--- src/sv/sfd_pkg.sv ---
// ----------------------------------------------------------------------------
// sfd_pkg
// Types, sync codes and the byte-wise CRC-16 update for the sync frame
// deframer.
// ----------------------------------------------------------------------------
package sfd_pkg;

   typedef logic [7:0]  byte_type;
   typedef logic [15:0] word_type;
   typedef logic [3:0]  index_type;

   localparam byte_type SYNC_A         = 8'h3E;
   localparam byte_type SYNC_B         = 8'h2A;
   localparam word_type CRC_SEED_RESET = 16'h00FF;

   function automatic word_type crc_step(input word_type crc, input byte_type b);
      byte_type d;
      word_type d16;
      d   = b ^ crc[7:0];
      d   = d ^ {d[3:0], 4'b0000};
      d16 = {8'h00, d};
      return {d, crc[15:8]} ^ (d16 >> 4) ^ (d16 << 3);
   endfunction

endpackage

--- src/sv/sfd_ram.sv ---
// ----------------------------------------------------------------------------
// sfd_ram
// Generic single-port-write, single-port-read RAM with registered read data.
// ----------------------------------------------------------------------------
module sfd_ram #(
   parameter int WIDTH = 16,
   parameter int DEPTH = 14
) (
   input  logic                                   clock,
   input  logic                                   wr_en,
   input  logic [(DEPTH > 1 ? $clog2(DEPTH) : 1)-1:0] wr_addr,
   input  logic [WIDTH-1:0]                       wr_data,
   input  logic                                   rd_en,
   input  logic [(DEPTH > 1 ? $clog2(DEPTH) : 1)-1:0] rd_addr,
   output logic [WIDTH-1:0]                       rd_data
);

   logic [WIDTH-1:0] mem [DEPTH];

   always_ff @(posedge clock) begin
      if (wr_en) begin
         mem[wr_addr] <= wr_data;
      end
      if (rd_en) begin
         rd_data <= mem[rd_addr];
      end
   end

endmodule

--- src/sv/sync_frame_deframer_crc16.sv ---
// ----------------------------------------------------------------------------
// sync_frame_deframer_crc16
// Hunts for the '>' '*' '>' sync, keeps the tag in a register and the payload
// words in a RAM, checks the CRC-16 and replays the payload words of a good frame.
// ----------------------------------------------------------------------------
// Input: one byte per cycle, except while a good frame drains.
// Drain: each payload word passes through the RAM read data register and then
//   the output register; the next read waits until the previous one has landed
//   and the output register is free or taken, with input held off until the last read.
// Reset: synchronous, clears control state and loads seed_ff and crc_ff with 0x00FF;
//   the payload RAM is not cleared.
module sync_frame_deframer_crc16 #(
   parameter int PAYLOAD_WORDS = 14
) (
   input  logic                  clock,
   input  logic                  reset,
   input  logic                  req_valid,
   output logic                  req_ready,
   input  sfd_pkg::byte_type     req_rx_byte,
   output logic                  rsp_valid,
   input  logic                  rsp_ready,
   output sfd_pkg::word_type     rsp_word_value,
   output sfd_pkg::index_type    rsp_word_index,
   output sfd_pkg::byte_type     rsp_frame_tag,
   output logic                  rsp_last,
   input  logic                  csr_valid,
   output logic                  csr_ready,
   input  sfd_pkg::word_type     csr_data
);

   import sfd_pkg::*;

   localparam int AW    = PAYLOAD_WORDS > 1 ? $clog2(PAYLOAD_WORDS) : 1;
   localparam int CNT_W = $clog2(2 * PAYLOAD_WORDS);

   localparam logic [2:0] PH_HUNT  = 3'd0;
   localparam logic [2:0] PH_SYNC1 = 3'd1;
   localparam logic [2:0] PH_SYNC2 = 3'd2;
   localparam logic [2:0] PH_TAG   = 3'd3;
   localparam logic [2:0] PH_DATA  = 3'd4;
   localparam logic [2:0] PH_CRCLO = 3'd5;
   localparam logic [2:0] PH_CRCHI = 3'd6;
   localparam logic [2:0] PH_DRAIN = 3'd7;

   logic [2:0]       phase_ff, phase_in;
   logic [CNT_W-1:0] count_ff, count_in;
   word_type         seed_ff, seed_in;
   word_type         crc_ff, crc_in;
   byte_type         tag_ff, tag_in;
   byte_type         low_ff, low_in;
   logic [AW-1:0]    rd_idx_ff, rd_idx_in;
   logic [AW-1:0]    pend_idx_ff, pend_idx_in;
   logic             rd_pend_ff, rd_pend_in;
   logic             out_valid_ff, out_valid_in;
   word_type         out_value_ff, out_value_in;
   index_type        out_index_ff, out_index_in;
   byte_type         out_tag_ff, out_tag_in;
   logic             out_last_ff, out_last_in;

   logic             in_xfer;
   logic             issue;
   logic             wr_en;
   logic [AW-1:0]    wr_addr;
   word_type         rd_data;

   assign req_ready = (phase_ff != PH_DRAIN);
   assign csr_ready = 1'b1;
   assign in_xfer   = req_valid && req_ready;
   assign issue     = (phase_ff == PH_DRAIN) && !rd_pend_ff && (!out_valid_ff || rsp_ready);
   assign wr_en     = in_xfer && (phase_ff == PH_DATA) && count_ff[0];
   assign wr_addr   = AW'(count_ff >> 1);

   sfd_ram #(
      .WIDTH (16),
      .DEPTH (PAYLOAD_WORDS)
   ) u_payload (
      .clock   (clock),
      .wr_en   (wr_en),
      .wr_addr (wr_addr),
      .wr_data ({req_rx_byte, low_ff}),
      .rd_en   (issue),
      .rd_addr (rd_idx_ff),
      .rd_data (rd_data)
   );

   always_comb begin
      phase_in     = phase_ff;
      count_in     = count_ff;
      seed_in      = seed_ff;
      crc_in       = crc_ff;
      tag_in       = tag_ff;
      low_in       = low_ff;
      rd_idx_in    = rd_idx_ff;
      pend_idx_in  = pend_idx_ff;
      rd_pend_in   = issue;
      out_valid_in = out_valid_ff;
      out_value_in = out_value_ff;
      out_index_in = out_index_ff;
      out_tag_in   = out_tag_ff;
      out_last_in  = out_last_ff;

      if (csr_valid && csr_ready) begin
         seed_in = csr_data;
      end

      if (in_xfer) begin
         case (phase_ff)
            PH_SYNC1: begin
               if (req_rx_byte == SYNC_B) begin
                  phase_in = PH_SYNC2;
               end else if (req_rx_byte == SYNC_A) begin
                  phase_in = PH_SYNC1;
               end else begin
                  phase_in = PH_HUNT;
               end
            end
            PH_SYNC2: phase_in = (req_rx_byte == SYNC_A) ? PH_TAG : PH_HUNT;
            PH_TAG: begin
               tag_in   = req_rx_byte;
               crc_in   = seed_ff;
               count_in = '0;
               phase_in = PH_DATA;
            end
            PH_DATA: begin
               crc_in = crc_step(crc_ff, req_rx_byte);
               if (!count_ff[0]) begin
                  low_in = req_rx_byte;
               end
               if (count_ff == CNT_W'(2 * PAYLOAD_WORDS - 1)) begin
                  count_in = '0;
                  phase_in = PH_CRCLO;
               end else begin
                  count_in = count_ff + 1'b1;
               end
            end
            PH_CRCLO: begin
               low_in   = req_rx_byte;
               phase_in = PH_CRCHI;
            end
            PH_CRCHI: begin
               rd_idx_in = '0;
               phase_in  = ({req_rx_byte, low_ff} == crc_ff) ? PH_DRAIN : PH_HUNT;
            end
            default: phase_in = (req_rx_byte == SYNC_A) ? PH_SYNC1 : PH_HUNT;
         endcase
      end

      // advance the drain read pointer; hand back to the hunt after the last read
      if (issue) begin
         pend_idx_in = rd_idx_ff;
         if (rd_idx_ff == AW'(PAYLOAD_WORDS - 1)) begin
            rd_idx_in = '0;
            phase_in  = PH_HUNT;
         end else begin
            rd_idx_in = rd_idx_ff + 1'b1;
         end
      end

      if (rd_pend_ff) begin
         out_valid_in = 1'b1;
         out_value_in = rd_data;
         out_index_in = 4'(pend_idx_ff);
         out_tag_in   = tag_ff;
         out_last_in  = (pend_idx_ff == AW'(PAYLOAD_WORDS - 1));
      end else if (rsp_ready) begin
         out_valid_in = 1'b0;
      end
   end

   always_ff @(posedge clock) begin
      if (reset) begin
         phase_ff     <= PH_HUNT;
         count_ff     <= '0;
         seed_ff      <= CRC_SEED_RESET;
         crc_ff       <= CRC_SEED_RESET;
         tag_ff       <= '0;
         low_ff       <= '0;
         rd_idx_ff    <= '0;
         rd_pend_ff   <= 1'b0;
         out_valid_ff <= 1'b0;
      end else begin
         phase_ff     <= phase_in;
         count_ff     <= count_in;
         seed_ff      <= seed_in;
         crc_ff       <= crc_in;
         tag_ff       <= tag_in;
         low_ff       <= low_in;
         rd_idx_ff    <= rd_idx_in;
         rd_pend_ff   <= rd_pend_in;
         out_valid_ff <= out_valid_in;
      end
   end

   always_ff @(posedge clock) begin
      pend_idx_ff  <= pend_idx_in;
      out_value_ff <= out_value_in;
      out_index_ff <= out_index_in;
      out_tag_ff   <= out_tag_in;
      out_last_ff  <= out_last_in;
   end

   assign rsp_valid      = out_valid_ff;
   assign rsp_word_value = out_value_ff;
   assign rsp_word_index = out_index_ff;
   assign rsp_frame_tag  = out_tag_ff;
   assign rsp_last       = out_last_ff;

   a_pend_fills: assert property (@(posedge clock) disable iff (reset)
      rd_pend_ff |=> out_valid_ff)
      else $error("read data lost");

   a_pend_free: assert property (@(posedge clock) disable iff (reset)
      rd_pend_ff |-> !out_valid_ff)
      else $error("read returned into a full output register");

   a_last_index: assert property (@(posedge clock) disable iff (reset)
      (out_valid_ff && out_last_ff) |-> (out_index_ff == 4'(PAYLOAD_WORDS - 1)))
      else $error("last mark on wrong word");

   a_crclo_entry: assert property (@(posedge clock) disable iff (reset)
      (phase_ff == PH_CRCLO) |-> ($past(phase_ff) == PH_DATA || $past(phase_ff) == PH_CRCLO))
      else $error("CRC phase entered out of order");

endmodule

--- config.mk ---
export PLATFORM = sky130hd
export DESIGN_NAME = sync_frame_deframer_crc16
export DESIGN_NICKNAME = d
export VERILOG_FILES = /design/src/sv/sfd_pkg.sv /design/src/sv/sfd_ram.sv /design/src/sv/sync_frame_deframer_crc16.sv
export SDC_FILE = /design/constraint.sdc
export NUM_CORES = 1
export LEC_CHECK = 0
export ABC_AREA = 1
export BUFFER_PORTS_ARGS = -buffer_cell sky130_fd_sc_hd__buf_4
export CORE_UTILIZATION = 28
export CTS_CLUSTER_DIAMETER = 80
export DETAILED_ROUTE_END_ITERATION = 16
export GPL_TIMING_DRIVEN = 0
export SLEW_MARGIN = 30
export SYNTH_ARGS = -nofsm -noshare
export SYNTH_HDL_FRONTEND = slang
export SYNTH_HIERARCHICAL = 1
export SYNTH_SLANG_ARGS = --single-unit
--- constraint.sdc ---
create_clock -name clock -period 5.1 [get_ports clock]
set_input_delay 0.255 -clock clock [delete_from_list [all_inputs] [get_ports clock]]
set_output_delay 0.255 -clock clock [all_outputs]
set_load 0.1 [all_outputs]
==> key figures <==
Setup path
  – Worst setup path category: flip-flop to flip-flop
  – Worst EP required: 5.53 ns
  – Slowest stage delay, CP: 0.85 ns
  – Arr. time, crit path: 3.32 ns
  – Worst-path fanout max: 30
  – Setup crit start kind: flip-flop
  – CP Capture Type: flip-flop
  – Crit-path slowest cell: dfxtp_2
  – Worst path cell trace: a21oi_1 -> nand3_1 -> clkinv_1 -> a21oi_1 -> nand2_1 -> a21oi_1
  – CP dominant cell by count: a21oi_1

Synthesis
  – Seq/Total Area, Yosys: 67.1%
  – Yosys warning count: 6
  – Share of the synthesized area in the top cell type: 58.2%
  – Post-Synthesis Cells: 1372
  – Yosys cell types: 36
  – Seq cells post-synth: 335
  – Synth area leader: edfxtp_1
  – Top post-synthesis cells by area: edfxtp_1 (58%), nand2_1 (11%), dfxtp_1 (8.8%)
  – Post-Syn Area: 14100 sq um
  – Post-Syn Nets: 1404
  – Mean area per synthesized cell: 10.3 sq um

Timing
  – FMAX: 346 MHz
  – Least-Margin Pin Slew: 0.943 ns
  – Final setup violation count: 0
  – Period minus WS final: 2.89 ns
  – RSZ-0062 raised after global routing: false
  – Final period utilization: 56.6%
  – Max-slew violation count: 0
  – Fin. Hold Viols: 0
  – Sum Neg Setup Slack: 0 ns
  – Worst Skew: 0.0131 ns
  – Worst slew margin: 37.0%

Finish
  – Sequential Area: 9440 sq um
  – Diode count: 0
  – Layout cells sized above 1: 12.5%
  – Most frequent cells in the layout: nand2_1 (411), edfxtp_1 (273), inv_1 (160), nand3_1 (144), a21oi_1 (76)
  – Area of the multi-input gates: 3710 sq um
  – Commonest non-fill, non-tap cell in the layout: nand2_1
  – Design area: 16800 sq um
  – Layout fillers: 5030
  – Final Util: 34.0%
  – Area growth, synth to finish: 19.1%
  – Final Net Count: 1526

GRT
  – Vias in the first global route: 9672
  – Busiest grt layer: met2
  – Grt ovf: 0
  – Antenna violations before repair: 0
  – Met2 Use GR: 23.3%
  – All-Layer GR Usage: 14.3%
  – Met1 GRT Util: 19.0%
  – Largest net degree at the start of global routing: 31
  – Global Route met3 Usage: 2.29%
  – First-pass GRT wire length: 55.4 mm

Clock network
  – CTS root buffer: clkbuf_16
  – CTS buffer count: 37
  – Clock-pin slew on the worst setup and hold paths: 0.06 ns
  – Postcts setup bufs: 0
  – Clock buffer depth: 3
  – Sink Count: 335
  – TritonCTS clock tree: built
  – Worst-Skew Late Latency: 0.51 ns
  – H-tree levels: 2
  – CTS resizes: 0

Detailed routing
  – DR vias: 9860
  – DRC viols: 0
  – Post-DRT Antenna Nets: 0
  – WL/cell: 16.4 um
  – DRT iter0 DRCs: 783
  – Pre-Repair DR Iteration Count: 5
  – Routed WL: 35.8 mm
  – Post-DR vias/cell: 4.52

Place
  – IO Port Bufs: 59
  – Final GP Congestion: 0.846
  – Area after DPL: 15500 sq um
  – Hpwl dp: 23.9 mm

Floorplan
  – Row count: 81
  – Core footprint: 49300 sq um
  – I/O pins: 61
  – Initial Util: 28.6%
  – Die area: 51200 sq um
  – Die Height: 226 um
  – Die Span X: 226 um

Outcome
  – Status: completed

Power and ir drop
  – Peak VDD IR: 166 uV
  – Pwr Density: 331 nW/um^2
  – Total power draw: 0.00555 W
  – Total leakage power: 6.73 nW

Flow run
  – MaxCap Viol Count: 0

Worst hold path
  – HP Class: input port to flip-flop
-- cell type report --
type	count	area share, %
Tap cell	664	4.95
Sequential cell	335	56.3
Buffer	62	2.06
Inverter	167	3.74
Clock buffer	49	5.97
Multi-Input combinational cell	808	22.1
Clock inverter	13	0.642
Timing Repair Buffer	83	4.22
-- cell families after synthesis --
kind of cell,synth area share (%)
adders and majority gates,0.267
other,0.0266
xor gates and xnor gates,1.95
DFF,67.1
and+or+nand+nor,18.8
buffers and inverters,6.91
AOI/OAI and AO/OA,4.98
-- path summary, 6_finish.rpt --
check	from	to	slack (ns)	depth (start not counted)
hold reg to reg	u_payload/rd_data[3]$_DFFE_PP_	rsp_word_value[3]$_DFFE_PP_	0.42	0
setup reg to reg	rd_pend_ff$_SDFF_PP0_	rd_idx_ff[2]$_SDFFE_PP0P_	2.21	6
hold / removal	csr_valid	seed_ff[8]$_SDFFE_PP0P_	0.03	3
setup / recovery	rd_pend_ff$_SDFF_PP0_	rd_idx_ff[2]$_SDFFE_PP0P_	2.21	6
-- sequential cells by signal, indices dropped and copies added (netlist names) --
register,cells
u_payload/rd_data,16
seed_ff,16
rd_idx_ff,4
rsp_word_index,4
pend_idx_ff,4
rd_pend_ff,1
rsp_valid,1
low_ff,8
phase_ff,3
u_payload/mem,224
rsp_word_value,16
tag_ff,8
rsp_last,1
crc_ff,16
count_ff,5
rsp_frame_tag,8
-- layer usage --
layer | vias to the layer above | routed length [um]
met4 | 0 | 1080
met1 | 4696 | 15700
met5 | - | 0
li1 | 4764 | -
met2 | 336 | 16800
met3 | 64 | 2220
-- power breakdown --
part           internal, W  switching, W  total (W)  leakage (nW)
Clock              0.00147       0.00102    0.00249         0.545
Sequential         0.00294    0.00000441    0.00294          3.02
Combinational    0.0000437     0.0000760   0.000120          3.16
-- Yosys cell counts, drive strengths merged --
master  number
xor2        15
a21oi       76
o211ai       1
nand4        7
nand3      144
nor3b        1
a31oi        1
clkbuf      16
inv        167
nand2      416
nor3         1
edfxtp     273
nor2        65
nand3b       1
conb         1
dfxtp       62
buf         46
xnor2       12
or2          5
ha           3
o21ai       57
o221ai       2
-- per-stage QoR --
step / std cells / hold slack (ns) / setup slack (ns)
floorplan: 1372 / 0.354 / 2.31
global placement: 2095 / 0.403 / 2.04
detailed placement: 2102 / 0.405 / 2.56
CTS: 2181 / 0.00555 / 2.54
global route: 2181 / 0.0459 / 1.88
finish: 2181 / 0.0343 / 2.21
-- worst max-delay path, delay by kind of cell, from the launching register on --
kind	cells	cell delay, ns
flip-flops	1	0.85
buffers and inverters	1	0.71
AO/OA/AOI/OAI	3	0.97
AND/OR/NAND/NOR	2	0.27
-- timing repair --
action                     in CTS  in global routing
hold endpoints to repair       16                  0
hold buffers                   17                  0
setup endpoints to repair       0                  0
Power figures use the tool's default switching activity.
